**src/hw/rtl/trial_division_prime_test_assert.svh**
```systemverilog
// Assertion macros shared by the trial division prime test RTL.
// No dependencies; included by the modules that carry assertions.
`ifndef TRIAL_DIVISION_PRIME_TEST_ASSERT_SVH
`define TRIAL_DIVISION_PRIME_TEST_ASSERT_SVH

// Same-cycle implication, disabled while reset is asserted
`define TDPT_ASSERT_IMPL(label, clk, rst_n, ante, cons) \
  label: assert property (@(posedge clk) disable iff (!rst_n) (ante) |-> (cons)) \
    else $error("tdpt assertion failed");

// Next-cycle implication, disabled while reset is asserted
`define TDPT_ASSERT_NEXT(label, clk, rst_n, ante, cons) \
  label: assert property (@(posedge clk) disable iff (!rst_n) (ante) |=> (cons)) \
    else $error("tdpt assertion failed");

`endif

```
**src/hw/rtl/tdpt_pkg.sv**
```systemverilog
// Shared types and constants for the trial division prime test.
// No dependencies; imported by tdpt_rem, trial_division_prime_test and tb.
package tdpt_pkg;

  // Default width of the tested value
  localparam int TDPT_VALUE_WIDTH = 32;

  // Control sequencer states
  typedef enum logic [1:0] {
    ST_IDLE,
    ST_CHECK,
    ST_DIVIDE
  } tdpt_state_t;

  // Status from the remainder unit back to the sequencer
  typedef struct packed {
    logic done;  // one-cycle pulse, remainder is final
    logic zero;  // remainder is zero, valid with done
  } tdpt_rem_status_t;

endpackage

```
**src/hw/rtl/tdpt_rem.sv**
```systemverilog
// Bit-serial restoring remainder unit: one dividend bit per cycle.
// Depends on tdpt_pkg and trial_division_prime_test_assert.svh.
`include "trial_division_prime_test_assert.svh"

module tdpt_rem
  import tdpt_pkg::*;
#(
  parameter int VALUE_WIDTH = TDPT_VALUE_WIDTH
) (
  input  logic                   clk,
  input  logic                   rst_n,
  input  logic                   start_i,
  input  logic [VALUE_WIDTH-1:0] dividend_i,
  input  logic [VALUE_WIDTH-1:0] divisor_i,  // held stable while running
  output tdpt_rem_status_t       status_o
);

  localparam int CntW = $clog2(VALUE_WIDTH + 1);

  logic                   active_r, active_nxt;
  logic                   done_r, done_nxt;
  logic [CntW-1:0]        cnt_r, cnt_nxt;
  logic [VALUE_WIDTH-1:0] shift_r, shift_nxt;
  logic [VALUE_WIDTH-1:0] rem_r, rem_nxt;
  logic [VALUE_WIDTH:0]   trial;
  logic [VALUE_WIDTH:0]   diff;

  // One restoring step: bring down the next bit, subtract if it fits
  assign trial = {rem_r, shift_r[VALUE_WIDTH-1]};
  assign diff  = trial - {1'b0, divisor_i};

  always_comb begin
    active_nxt = active_r;
    done_nxt   = 1'b0;
    cnt_nxt    = cnt_r;
    shift_nxt  = shift_r;
    rem_nxt    = rem_r;
    if (start_i) begin
      active_nxt = 1'b1;
      cnt_nxt    = CntW'(VALUE_WIDTH);
      shift_nxt  = dividend_i;
      rem_nxt    = '0;
    end else if (active_r) begin
      shift_nxt = {shift_r[VALUE_WIDTH-2:0], 1'b0};
      rem_nxt   = diff[VALUE_WIDTH] ? trial[VALUE_WIDTH-1:0] : diff[VALUE_WIDTH-1:0];
      cnt_nxt   = cnt_r - CntW'(1);
      if (cnt_r == CntW'(1)) begin
        active_nxt = 1'b0;
        done_nxt   = 1'b1;
      end
    end
  end

  // Control registers
  always_ff @(posedge clk) begin
    if (!rst_n) begin
      active_r <= 1'b0;
      done_r   <= 1'b0;
      cnt_r    <= '0;
    end else begin
      active_r <= active_nxt;
      done_r   <= done_nxt;
      cnt_r    <= cnt_nxt;
    end
  end

  // Datapath registers
  always_ff @(posedge clk) begin
    shift_r <= shift_nxt;
    rem_r   <= rem_nxt;
  end

  assign status_o.done = done_r;
  assign status_o.zero = (rem_r == '0);

  `TDPT_ASSERT_IMPL(a_done_not_active, clk, rst_n, done_r, !active_r)
  `TDPT_ASSERT_NEXT(a_start_runs, clk, rst_n, start_i, active_r && (cnt_r == CntW'(VALUE_WIDTH)))
  `TDPT_ASSERT_NEXT(a_last_bit_done, clk, rst_n, active_r && (cnt_r == CntW'(1)) && !start_i, done_r)

endmodule

```
**config.mk**
```make
export PLATFORM = sky130hd
export DESIGN_NAME = tdpt_rem
export DESIGN_NICKNAME = d
export VERILOG_FILES = /design/src/hw/rtl/tdpt_pkg.sv /design/src/hw/rtl/tdpt_rem.sv
export VERILOG_INCLUDE_DIRS = /design/src /design/src/hw/rtl
export SDC_FILE = /design/constraint.sdc
export NUM_CORES = 1
export LEC_CHECK = 0
export BUFFER_PORTS_ARGS = -buffer_cell sky130_fd_sc_hd__buf_2
export CAP_MARGIN = 20
export CORE_MARGIN = 8
export CORE_UTILIZATION = 41
export DETAILED_ROUTE_END_ITERATION = 12
export GPL_TIMING_DRIVEN = 0
export SYNTH_ARGS = -nofsm -noshare
export SYNTH_HDL_FRONTEND = slang
export SYNTH_SLANG_ARGS = --single-unit
export TNS_END_PERCENT = 1
```
**constraint.sdc**
```tcl
create_clock -name clk -period 6.08 [get_ports clk]
set_input_delay 0.608 -clock clk [delete_from_list [all_inputs] [get_ports clk]]
set_output_delay 0.608 -clock clk [all_outputs]
set_load 0.005 [all_outputs]
```
==> impl_results.md, run 1 <==
* Post-Place Cells at 792
* Post_cts resized at 0
* Hold Startpoint: cnt_r[0]
* Worst vdd ir at 123 µV
* Post-DP Area at 5660 µm²
* Total CTS buffers at 9
* DIE HEIGHT at 127 µm
* Mean post-synth cell area at 9.15 µm²
* #FFs+latches synth at 72
* Row cnt at 40
* Synth Flop Type: dfxtp_1
* Worst R2R Setup Slack at 2400 ps
* Layout cell share with drive strength beyond 1 at between 20% and 30%
* Final period util at 60.6%
* Status: finished, final reports clean
* Hold-fix buffers, CTS at 0
* Syn Inst Count at roughly 560
* RR Startpoint: shift_r[31]
* Starting Density at 42.2%
* Pre-CTS setup slack at 2060 ps
* # setup viols final at 0
* CP startpoint: divisor_i[0]
* Post-Syn Area at 5090 µm²
* Clock buffer depth at 2
* Synth cell types at 59
* Worst min path class: reg -> reg
* CP required at 6270 ps
* Total track usage at 15.9%
* Root Driver: clkbuf_16
* Non-Filler Instances at approximately 810
* Setup bufs post-CTS at 0
* Total routed wirelength at 12,800 µm
* DRC at 0
* CP Max Fanout at 10
* PD cells at 263 nW/µm²
* Maximum number of pins on one net before global-route repair at 20
* CP Capture Point: rem_r[28]
* H-tree levels at 3
* CTS tree: yes
* Crit start category: input port
* Fin. max-slew vios at 0
* Final hold violations at 0
* Worst reg2reg endpoint: rem_r[28]
* I/O pins at 69
* Rel. slew slack at 58.3%
* Clk sinks at between 70 and 80
* DRT antenna net count at 0
* Yosys warns at 0
* Routed vias at approximately 4,300
* EDFF count, synth at 32
* Post-route minimum period at 3680 ps
* First-pass iteration count of the detailed router at 4
* Core Footprint at 12,100 µm²
* Net Count, Synth at 658
* Clk_skew at 10.1 ps
* DP HPWL at ~10,000 µm
* Initial drt markers at 222
* # diodes at 0
* Fmax at 0.271 GHz
* Vias per Instance at 5.31
* Asr flop ratio synth at 0%
* Critical path arrival at ~3900 ps
* Worst R2R Path Depth at 13
* Setup ws final at 2400 ps
* Gpl congestion at 0.852
* Setup CP Type: in -> reg
* Design Area, Final at roughly 6000 µm²
* Initial antenna violation count at 0
* Nets@finish at ~740
* RSZ-0062 raised after global routing: no
* Number of global-route vias before repair at 4,331
* Die area at 16,200 µm²
* P_leak at 2.54 nW
* Reg clk slew, reported paths at 60 ps
* Seq/Total Area, Yosys at 34.6%
* Most frequent cells in the layout: buf_2, nor2_1, inv_1, dfxtp_1, nand2_1
* Total of max-cap violations at 0
* Syn-to-layout area delta at 17.2%
* Global route overflow at 0
* First-pass GRT wire length at between 20,000 and 25,000 µm
* Port buffer count at 67
* WL/cell at 15.8 µm
* Critical Path Sink Type: register
* Chip width at 127 µm
* Most common cell after layout, fill and taps aside: buf_2
* Clock latency at the later pin of the worst-skew pair at about 340 ps
* Slew @ Worst Pin at 618 ps
* Post-route setup TNS at 0 ps
==> kinds of logic after synthesis <==
group	Yosys count	synth area share [%]
and+or+nand+nor	157	14.6
AOI/OAI and AO/OA	128	17.6
buffers and inverters	73	6.25
DFF	72	34.6
muxes	59	12.4
adders and majority gates	35	8.75
xor gates and xnor gates	32	5.88
==> how the worst min path moves through the flow <==
| stage | slack, ps | cells past startpoint | endpoint |
|---|---|---|---|
| final | 490 | 2 | cnt_r[0] |
| after global routing | 520 | 2 | cnt_r[0] |
| after CTS | 500 | 2 | cnt_r[0] |
| after detailed placement | 490 | 2 | cnt_r[0] |
| after global placement | 470 | 2 | cnt_r[0] |
| after floorplan | 460 | 2 | cnt_r[0] |
==> power by group <==
part / total (mW) / switching (mW) / internal (mW)
Clock: 0.537 / 0.215 / 0.322
Combinational: 0.439 / 0.240 / 0.199
Sequential: 0.591 / 0.0344 / 0.556
==> per-layer routing <==
layer | up-vias | part of all wire, % | GRT usage, %
met5 | - | 0 | 0
li1 | 2170 | - | -
met3 | 9 | 3.3 | 2.45
met1 | 2040 | 47 | 20.4
met2 | 70 | 49 | 26.6
met4 | 0 | 1.0 | 5.46
==> layout make-up <==
type | instances | area, µm²
plain buffers | 29 | 153
multi-input cells | 411 | 3010
well taps | 168 | 210
inverters | 44 | 165
fillers | 1180 | 6100
clock inverters | 7 | 77.6
clock buffers | 9 | 225
repair buffers | 68 | 363
flip-flops and latches | 72 | 1760
==> sequential cells by signal, summed over array words and instances, names as in the netlist <==
register,cells
shift_r,32
done_r,1
rem_r,32
active_r,1
cnt_r,6
==> per-stage QoR <==
stage | utilization [%] | hold slack, ps | power [mW]
after floorplan | - | 463 | 0.925
after global placement | 46.7 | 473 | 1.02
after detailed placement | 46.9 | 486 | 1.04
after CTS | 49.5 | 497 | 1.58
after global routing | 49.5 | 518 | 1.65
final | 49.5 | 493 | 1.57
==> critical path: stages <==
cell      delay (ps)
buf_2            100
ha_1             220
fa_1             410
nand2b_1         210
a21oi_2          170
o21ai_2          120
o31ai_4          360
a31oi_2          240
o311a_4          470
xnor2_4          430
buf_12           210
mux2i_1          230
a211oi_1          90
==> cell usage after synthesis (3+ instances only) <==
cell type / number / share of area [%]
inv_1: 44 / 3.2
o21ai_0: 19 / 1.9
a21oi_1: 29 / 2.9
nand3_1: 13 / 1.3
edfxtp_1: 32 / 19
dfxtp_1: 40 / 16
xnor2_1: 18 / 3.1
or3_1: 4 / 0.49
buf_1: 3 / 0.22
nor2_1: 55 / 4.1
clkbuf_1: 22 / 1.6
xor2_1: 13 / 2.2
a31oi_1: 3 / 0.37
nor3_1: 8 / 0.79
nand4_1: 7 / 0.86
nor4_1: 12 / 1.5
and2_1: 3 / 0.37
mux2_2: 31 / 6.9
nand2b_1: 6 / 0.74
o21a_1: 4 / 0.59
o21bai_1: 6 / 0.89
nand2_1: 35 / 2.6
a211oi_1: 28 / 4.1
and3_1: 4 / 0.49
a21o_1: 10 / 1.5
mux2i_1: 28 / 5.5
o21ai_1: 3 / 0.29
ha_1: 34 / 8.4
Power figures use the tool's default switching activity.
==> inputs of run 2 (changes only) <==
==> constraint.sdc (replaced) <==
create_clock -name clk -period 3.47 [get_ports clk]
set_input_delay 0.347 -clock clk [delete_from_list [all_inputs] [get_ports clk]]
set_output_delay 0.347 -clock clk [all_outputs]
set_load 0.005 [all_outputs]
==> impl_results.md, run 2 (synthesis gave the netlist of run 1 again) <==
* Status: finished, final reports clean (unchanged)
* Vias per Instance at 5.33 (was 5.31)
* Syn-to-layout area delta at 18.6% (was 17.2%)
* Hold-fix buffers, CTS at 0 (unchanged)
* Total routed wirelength at 12,800 µm (about the same)
* WL/cell at 15.7 µm (was 15.8 µm)
* Pre-CTS setup slack at -291 ps (was 2060 ps)
* Initial antenna violation count at 0 (unchanged)
* PD cells at 460 nW/µm² (was 263 nW/µm²)
* RSZ-0062 raised after global routing: no (unchanged)
* Routed vias at 4,346 (was 4,289)
* Final hold violations at 0 (unchanged)
* Row cnt at 40 (unchanged)
* Nets@finish at 744 (was 737)
* Root Driver: clkbuf_16 (unchanged)
* Setup ws final at 225 ps (was 2400 ps)
* Most common cell after layout, fill and taps aside: buf_2 (unchanged)
* DIE HEIGHT at 127 µm (unchanged)
* Layout cell share with drive strength beyond 1 at 21.3% (was 20.2%)
* Post-Place Cells at 792 (unchanged)
* Top delay family on crit path: compound AO/OA/AOI/OAI gates (unchanged)
* Largest regs: rem_r (32), shift_r (32), cnt_r (6) (unchanged)
* # setup viols final at 0 (unchanged)
* Chip width at 127 µm (unchanged)
* Maximum number of pins on one net before global-route repair at 20 (unchanged)
* H-tree levels at 3 (unchanged)
* First-pass GRT wire length at 21,300 µm (was 21,100 µm)
* FF+latch area at 1760 µm² (unchanged)
* Non-Filler Instances at 815 (was 808)
* Design Power at 2.77 mW (was 1.57 mW)
* Total of max-cap violations at 0 (unchanged)
* Total CTS buffers at 9 (unchanged)
* Clk_skew at 9.94 ps (was 10.1 ps)
* Final-layout fill cell count at 1,170 (was 1,180)
* Most frequent cells in the layout: buf_2, nor2_1, inv_1, dfxtp_1, nand2_1 (unchanged)
* Initial drt markers at 174 (was 222)
* Rel. slew slack at 55.9% (was 58.3%)
* Worst vdd ir at 216 µV (was 123 µV)
* WP buf/inv at 3 (was 2)
* Fin. max-slew vios at 0 (unchanged)
* Slew @ Worst Pin at 655 ps (was 618 ps)
* CP Capture Point: rem_r[28] (unchanged)
* DRC at 0 (unchanged)
* Crit start category: register (was input port)
* Reg clk slew, reported paths at 70 ps (was 60 ps)
* Fmax at 0.308 GHz
* Starting Density at 42.2% (unchanged)
* Port buffer count at 67 (unchanged)
* Gpl congestion at 0.852 (unchanged)
* Total track usage at 16.1% (was 15.9%)
* RR Startpoint: shift_r[31] (unchanged)
* CP Max Fanout at 10 (unchanged)
* CP startpoint: shift_r[31] (was divisor_i[0])
* CP Depth at 14 (was 13)
* Final period util at 93.5%
* Worst min path class: in -> reg (was reg -> reg)
* Clock latency at the later pin of the worst-skew pair at 340 ps (about the same)
* Clock buffer depth at 2 (unchanged)
* I/O pins at 69 (unchanged)
* Number of global-route vias before repair at 4,368 (was 4,331)
* Worst R2R Setup Slack at 230 ps (was 2400 ps)
* Crit-path max cell delay at 380 ps (was 470 ps)
* Multi-input logic area at 3030 µm² (was 3010 µm²)
* CTS tree: yes (unchanged)
* Clk sinks at 72 (unchanged)
* CP cell instances: inv_1 > ha_1 > fa_2 > nand2b_4 > a21oi_2 > o21ai_2 > o31ai_4 > a31oi_4 > o311a_4 > xnor2_4 > buf_4 > buf_12 > mux2i_1 > a211oi_1 (was buf_2 > ha_1 > fa_1 > nand2b_1 > a21oi_2 > o21ai_2 > o31ai_4 > a31oi_2 > o311a_4 > xnor2_4 > buf_12 > mux2i_1 > a211oi_1)
* First-pass iteration count of the detailed router at 4 (unchanged)
* Worst R2R Path Depth at 14 (was 13)
* DP HPWL at 10,000 µm (unchanged)
* Critical Path Sink Type: register (unchanged)
* Die area at 16,200 µm² (unchanged)
* Core Footprint at 12,100 µm² (unchanged)
* Slowest stage cell, crit path: o311a_4 (unchanged)
* Post-route minimum period at 3240 ps
* Critical path arrival at 3440 ps (was 3880 ps)
* Global route overflow at 0 (unchanged)
* Setup CP Type: reg -> reg (was in -> reg)
* # diodes at 0 (unchanged)
* Worst reg2reg endpoint: rem_r[28] (unchanged)
* DRT antenna net count at 0 (unchanged)
* CP required at 3660 ps (was 6270 ps)
* P_leak at 2.58 nW (was 2.54 nW)
## run 2: how the worst min path moves through the flow
stage                   from  cells past startpoint  slack, ps       end
finish                 rst_n                      2        270  active_r
detailed placement  cnt_r[0]                      2        490  cnt_r[0]
floorplan           cnt_r[0]                      2        460  cnt_r[0]
global placement    cnt_r[0]                      2        470  cnt_r[0]
global route           rst_n                      2        290  cnt_r[5]
CTS                    rst_n                      2        260  active_r
## run 2: metrics by stage
step | area, µm² | util [%] | hold slack, ps | TNS (ps)
after floorplan | 5090 | - | 463 | 0
after global placement | 5630 | 46.7 | 473 | -5650
after detailed placement | 5660 | 46.9 | 486 | -6890
after CTS | 6010 | 49.8 | 256 | 0
after global routing | 6040 | 50.0 | 287 | 0
final | 6040 | 50.0 | 267 | 0
## run 2: worst reg2reg max path, stage by stage (launching register included)
cell and delay, ps:
edfxtp_1 330, inv_1 50, ha_1 210, fa_2 370, nand2b_4 160, a21oi_2 180, o21ai_2 120, o31ai_4 320
a31oi_4 170, o311a_4 380, xnor2_4 180, buf_4 160, buf_12 140, mux2i_1 250, a211oi_1 100
## run 2: repair_timing
item,in CTS,in global routing
pin swaps,2,3
setup buffers,6,1
resized for setup,0,4
endpoints found under the setup margin,31,29
gates cloned,0,0
## run 2: power breakdown
part / total, mW / switching, mW / internal, mW
registers: 1.04 / 0.0603 / 0.975
logic: 0.795 / 0.428 / 0.367
clock network: 0.944 / 0.380 / 0.564
total: 2.77 / 0.868 / 1.91
## run 2: final cells by class
type | instances | share of cell area [%]
timing repair buffer | 75 | 6.88
clock inverter | 7 | 1.29
multi-input combinational | 411 | 50.2
buffer | 29 | 2.53
sequential | 72 | 29.2
clock buffer | 9 | 3.73
inverter | 44 | 2.74
tap | 168 | 3.48
## run 2: layer usage
metal	vias up	GRT usage (%)	routed length [µm]
met5	-	0	0
met4	0	5.74	202
met3	16	2.62	449
met2	66	26.6	6230
met1	2073	20.7	5950
li1	2191	-	-
==> inputs of run 3 (changes only) <==
--- a/config.mk
+++ b/config.mk
@@ -8,7 +8,7 @@
 export LEC_CHECK = 0
 export BUFFER_PORTS_ARGS = -buffer_cell sky130_fd_sc_hd__buf_2
 export CAP_MARGIN = 20
-export CORE_MARGIN = 8
+export CORE_MARGIN = 3
 export CORE_UTILIZATION = 41
 export DETAILED_ROUTE_END_ITERATION = 12
 export GPL_TIMING_DRIVEN = 0
==> constraint.sdc (replaced) <==
create_clock -name clk -period 2.7 [get_ports clk]
set_input_delay 0.27 -clock clk [delete_from_list [all_inputs] [get_ports clk]]
set_output_delay 0.27 -clock clk [all_outputs]
set_load 0.005 [all_outputs]
==> impl_results.md, run 3 (synthesis gave the netlist of run 1 again) <==
* Worst min path class: in -> reg (unchanged)
* Failing checks: setup timing
* Port buffer count at 67 (unchanged)
* Most frequent cells in the layout: buf_2, nor2_1, inv_1, dfxtp_1, nand2_1 (unchanged)
* I/O pins at 69 (unchanged)
* Vias per Instance at 5.30 (was 5.33)
* Fin. max-slew vios at 0 (unchanged)
* Initial drt markers at 284 (was 174)
* Die area at 13,800 µm² (was 16,200 µm²)
* Total track usage at 18.4% (was 16.1%)
* Root Driver: clkbuf_16 (unchanged)
* Worst reg2reg endpoint: rem_r[11] (was rem_r[28])
* First-pass GRT wire length at 20,900 µm (was 21,300 µm)
* P_leak at 2.61 nW (was 2.58 nW)
* # diodes at 0 (unchanged)
* Reg clk slew, reported paths at 50 ps (was 70 ps)
* Pre-CTS setup slack at -847 ps (was -291 ps)
* Total routed wirelength at 12,600 µm (was 12,800 µm)
* First-pass iteration count of the detailed router at 4 (unchanged)
* Starting Density at 42.2% (unchanged)
* Routed vias at 4,351 (was 4,346)
* Critical path arrival at 3360 ps (was 3440 ps)
* Slew @ Worst Pin at 658 ps (was 655 ps)
* Layout cell share with drive strength beyond 1 at 23.1% (was 21.3%)
* WL/cell at 15.4 µm (was 15.7 µm)
* Final period util at 116% (was 93.5%)
* Clock buffer depth at 2 (unchanged)
* Worst vdd ir at 295 µV (was 216 µV)
* Nets@finish at 750 (was 744)
* H-tree levels at 3 (unchanged)
* Chip width at 117 µm (was 127 µm)
* Cells on Worst Hold Path at 2 (unchanged)
* RR Startpoint: shift_r[31] (unchanged)
* Post-route minimum period at 3120 ps (was 3240 ps)
* Final Util at 51.0% (was 50.0%)
* Number of global-route vias before repair at 4,291 (was 4,368)
* Initial antenna violation count at 0 (unchanged)
* Fmax at 0.321 GHz (was 0.308 GHz)
* Slowest stage cell, crit path: o311a_4 (unchanged)
* Hold Startpoint: rst_n (unchanged)
* CP cell instances: inv_2 > ha_4 > fa_2 > nand2b_4 > a21oi_4 > o21ai_4 > o31ai_4 > a31oi_4 > o311a_4 > xnor2_4 > buf_12 > buf_8 > buf_6 > nor3_2 > nor4_1 (was inv_1 > ha_1 > fa_2 > nand2b_4 > a21oi_2 > o21ai_2 > o31ai_4 > a31oi_4 > o311a_4 > xnor2_4 > buf_4 > buf_12 > mux2i_1 > a211oi_1)
* Status: complete, but fails checks (was finished, final reports clean)
* Final hold violations at 0 (unchanged)
* Core Footprint at 12,100 µm² (unchanged)
* Worst Hold Path EP: active_r (unchanged)
* RSZ-0062 raised after global routing: yes (was no)
* WP buf/inv at 4 (was 3)
* DIE HEIGHT at 117 µm (was 127 µm)
* CP Max Fanout at 7 (was 10)
* DRC at 0 (unchanged)
* Crit start category: register (unchanged)
* Critical Path Sink Type: register (unchanged)
* Crit-path max cell delay at 370 ps (was 380 ps)
* Clk sinks at 72 (unchanged)
* Worst R2R Path Depth at 15 (was 14)
* Clk_skew at 8.62 ps (was 9.94 ps)
* Syn-to-layout area delta at 20.8% (was 18.6%)
* # setup viols final at 32 (was 0)
* Most common cell after layout, fill and taps aside: buf_2 (unchanged)
* DRT antenna net count at 0 (unchanged)
* Setup CP Type: reg -> reg (unchanged)
* Maximum number of pins on one net before global-route repair at 20 (unchanged)
* CTS tree: yes (unchanged)
* Setup ws final at -419 ps (was 225 ps)
* Post-DP Area at 5670 µm² (was 5660 µm²)
* Gpl congestion at 0.865 (was 0.852)
* Design Area, Final at 6150 µm² (was 6040 µm²)
* Clock latency at the later pin of the worst-skew pair at 330 ps (was 340 ps)
* Total of max-cap violations at 0 (unchanged)
* Row cnt at 40 (unchanged)
* Largest regs: rem_r (32), shift_r (32), cnt_r (6) (unchanged)
* PD cells at 572 nW/µm² (was 460 nW/µm²)
* Hold-fix buffers, CTS at 0 (unchanged)
* CP required at 2940 ps (was 3660 ps)
* Design Power at 3.51 mW (was 2.77 mW)
* DP HPWL at 9460 µm (was 10,000 µm)
* Worst R2R Setup Slack at -420 ps (was 230 ps)
* Global route overflow at 0 (unchanged)
* CP startpoint: shift_r[31] (unchanged)
* Hold WS at 201 ps (was 267 ps)
* Top delay family on crit path: compound AO/OA/AOI/OAI gates (unchanged)
* Rel. slew slack at 56.1% (was 55.9%)
* Total CTS buffers at 9 (unchanged)
run 3: cell types whose count changed in the layout (fill, tap and decap cells not counted), sizes merged:
| cell | previous run | this run |
|---|---|---|
| buf | 82 | 88 |
| clkbuf | 31 | 35 |
| inv | 47 | 44 |
| bufinv | 1 | 0 |
run 3: metrics by stage:
step,std cells,TNS [ps]
final,821,-11500
after global routing,821,-15570
after CTS,819,-14080
after detailed placement,792,-24020
after global placement,791,-23150
after floorplan,556,-7310
run 3: worst max path at each step:
| stage | end | slack, ps | cells after the start |
|---|---|---|---|
| floorplan | rem_r[15] | -270 | 13 |
| global placement | rem_r[2] | -810 | 13 |
| detailed placement | rem_r[29] | -850 | 13 |
| CTS | rem_r[20] | -510 | 15 |
| global route | rem_r[11] | -570 | 15 |
| finish | rem_r[11] | -420 | 15 |
run 3: timing repair:
| action | CTS | global route |
|---|---|---|
| gates resized for setup | 13 | 7 |
| pin swaps | 27 | 16 |
| endpoints found under the setup margin | 32 | 32 |
| setup buffers | 11 | 2 |
run 3: worst register-to-register path, delay by kind of cell (launching register included):
kind / cells / cell delay [ps]
buf+inv: 4 / 450
simple gates: 3 / 440
flops: 1 / 350
xor+xnor: 1 / 190
fa+ha+maj: 2 / 500
compound gates: 5 / 1080
run 3: routing by layer:
| layer | track usage (%) | vias up | share of wire [%] |
|---|---|---|---|
| li1 | - | 2205 | - |
| met1 | 24.7 | 2061 | 48 |
| met3 | 3.91 | 8 | 3.4 |
| met5 | 0 | - | 0 |
| met4 | 3.89 | 0 | 0.95 |
| met2 | 30.7 | 77 | 48 |
run 3: cell type report:
cell class / count / area [µm²]
clock buffers: 13 / 260
plain buffers: 29 / 156
clock inverters: 3 / 17.5
flip-flops and latches: 72 / 1760
well taps: 168 / 210
inverters: 44 / 165
fillers: 1151 / 5910
repair buffers: 81 / 477
multi-input cells: 411 / 3100
run 3: power breakdown:
| group | total (mW) | leakage, nW | switching (mW) | internal (mW) |
|---|---|---|---|---|
| clock network | 1.11 | 0.136 | 0.437 | 0.669 |
| logic | 1.07 | 1.82 | 0.570 | 0.504 |
| registers | 1.33 | 0.652 | 0.0788 | 1.25 |
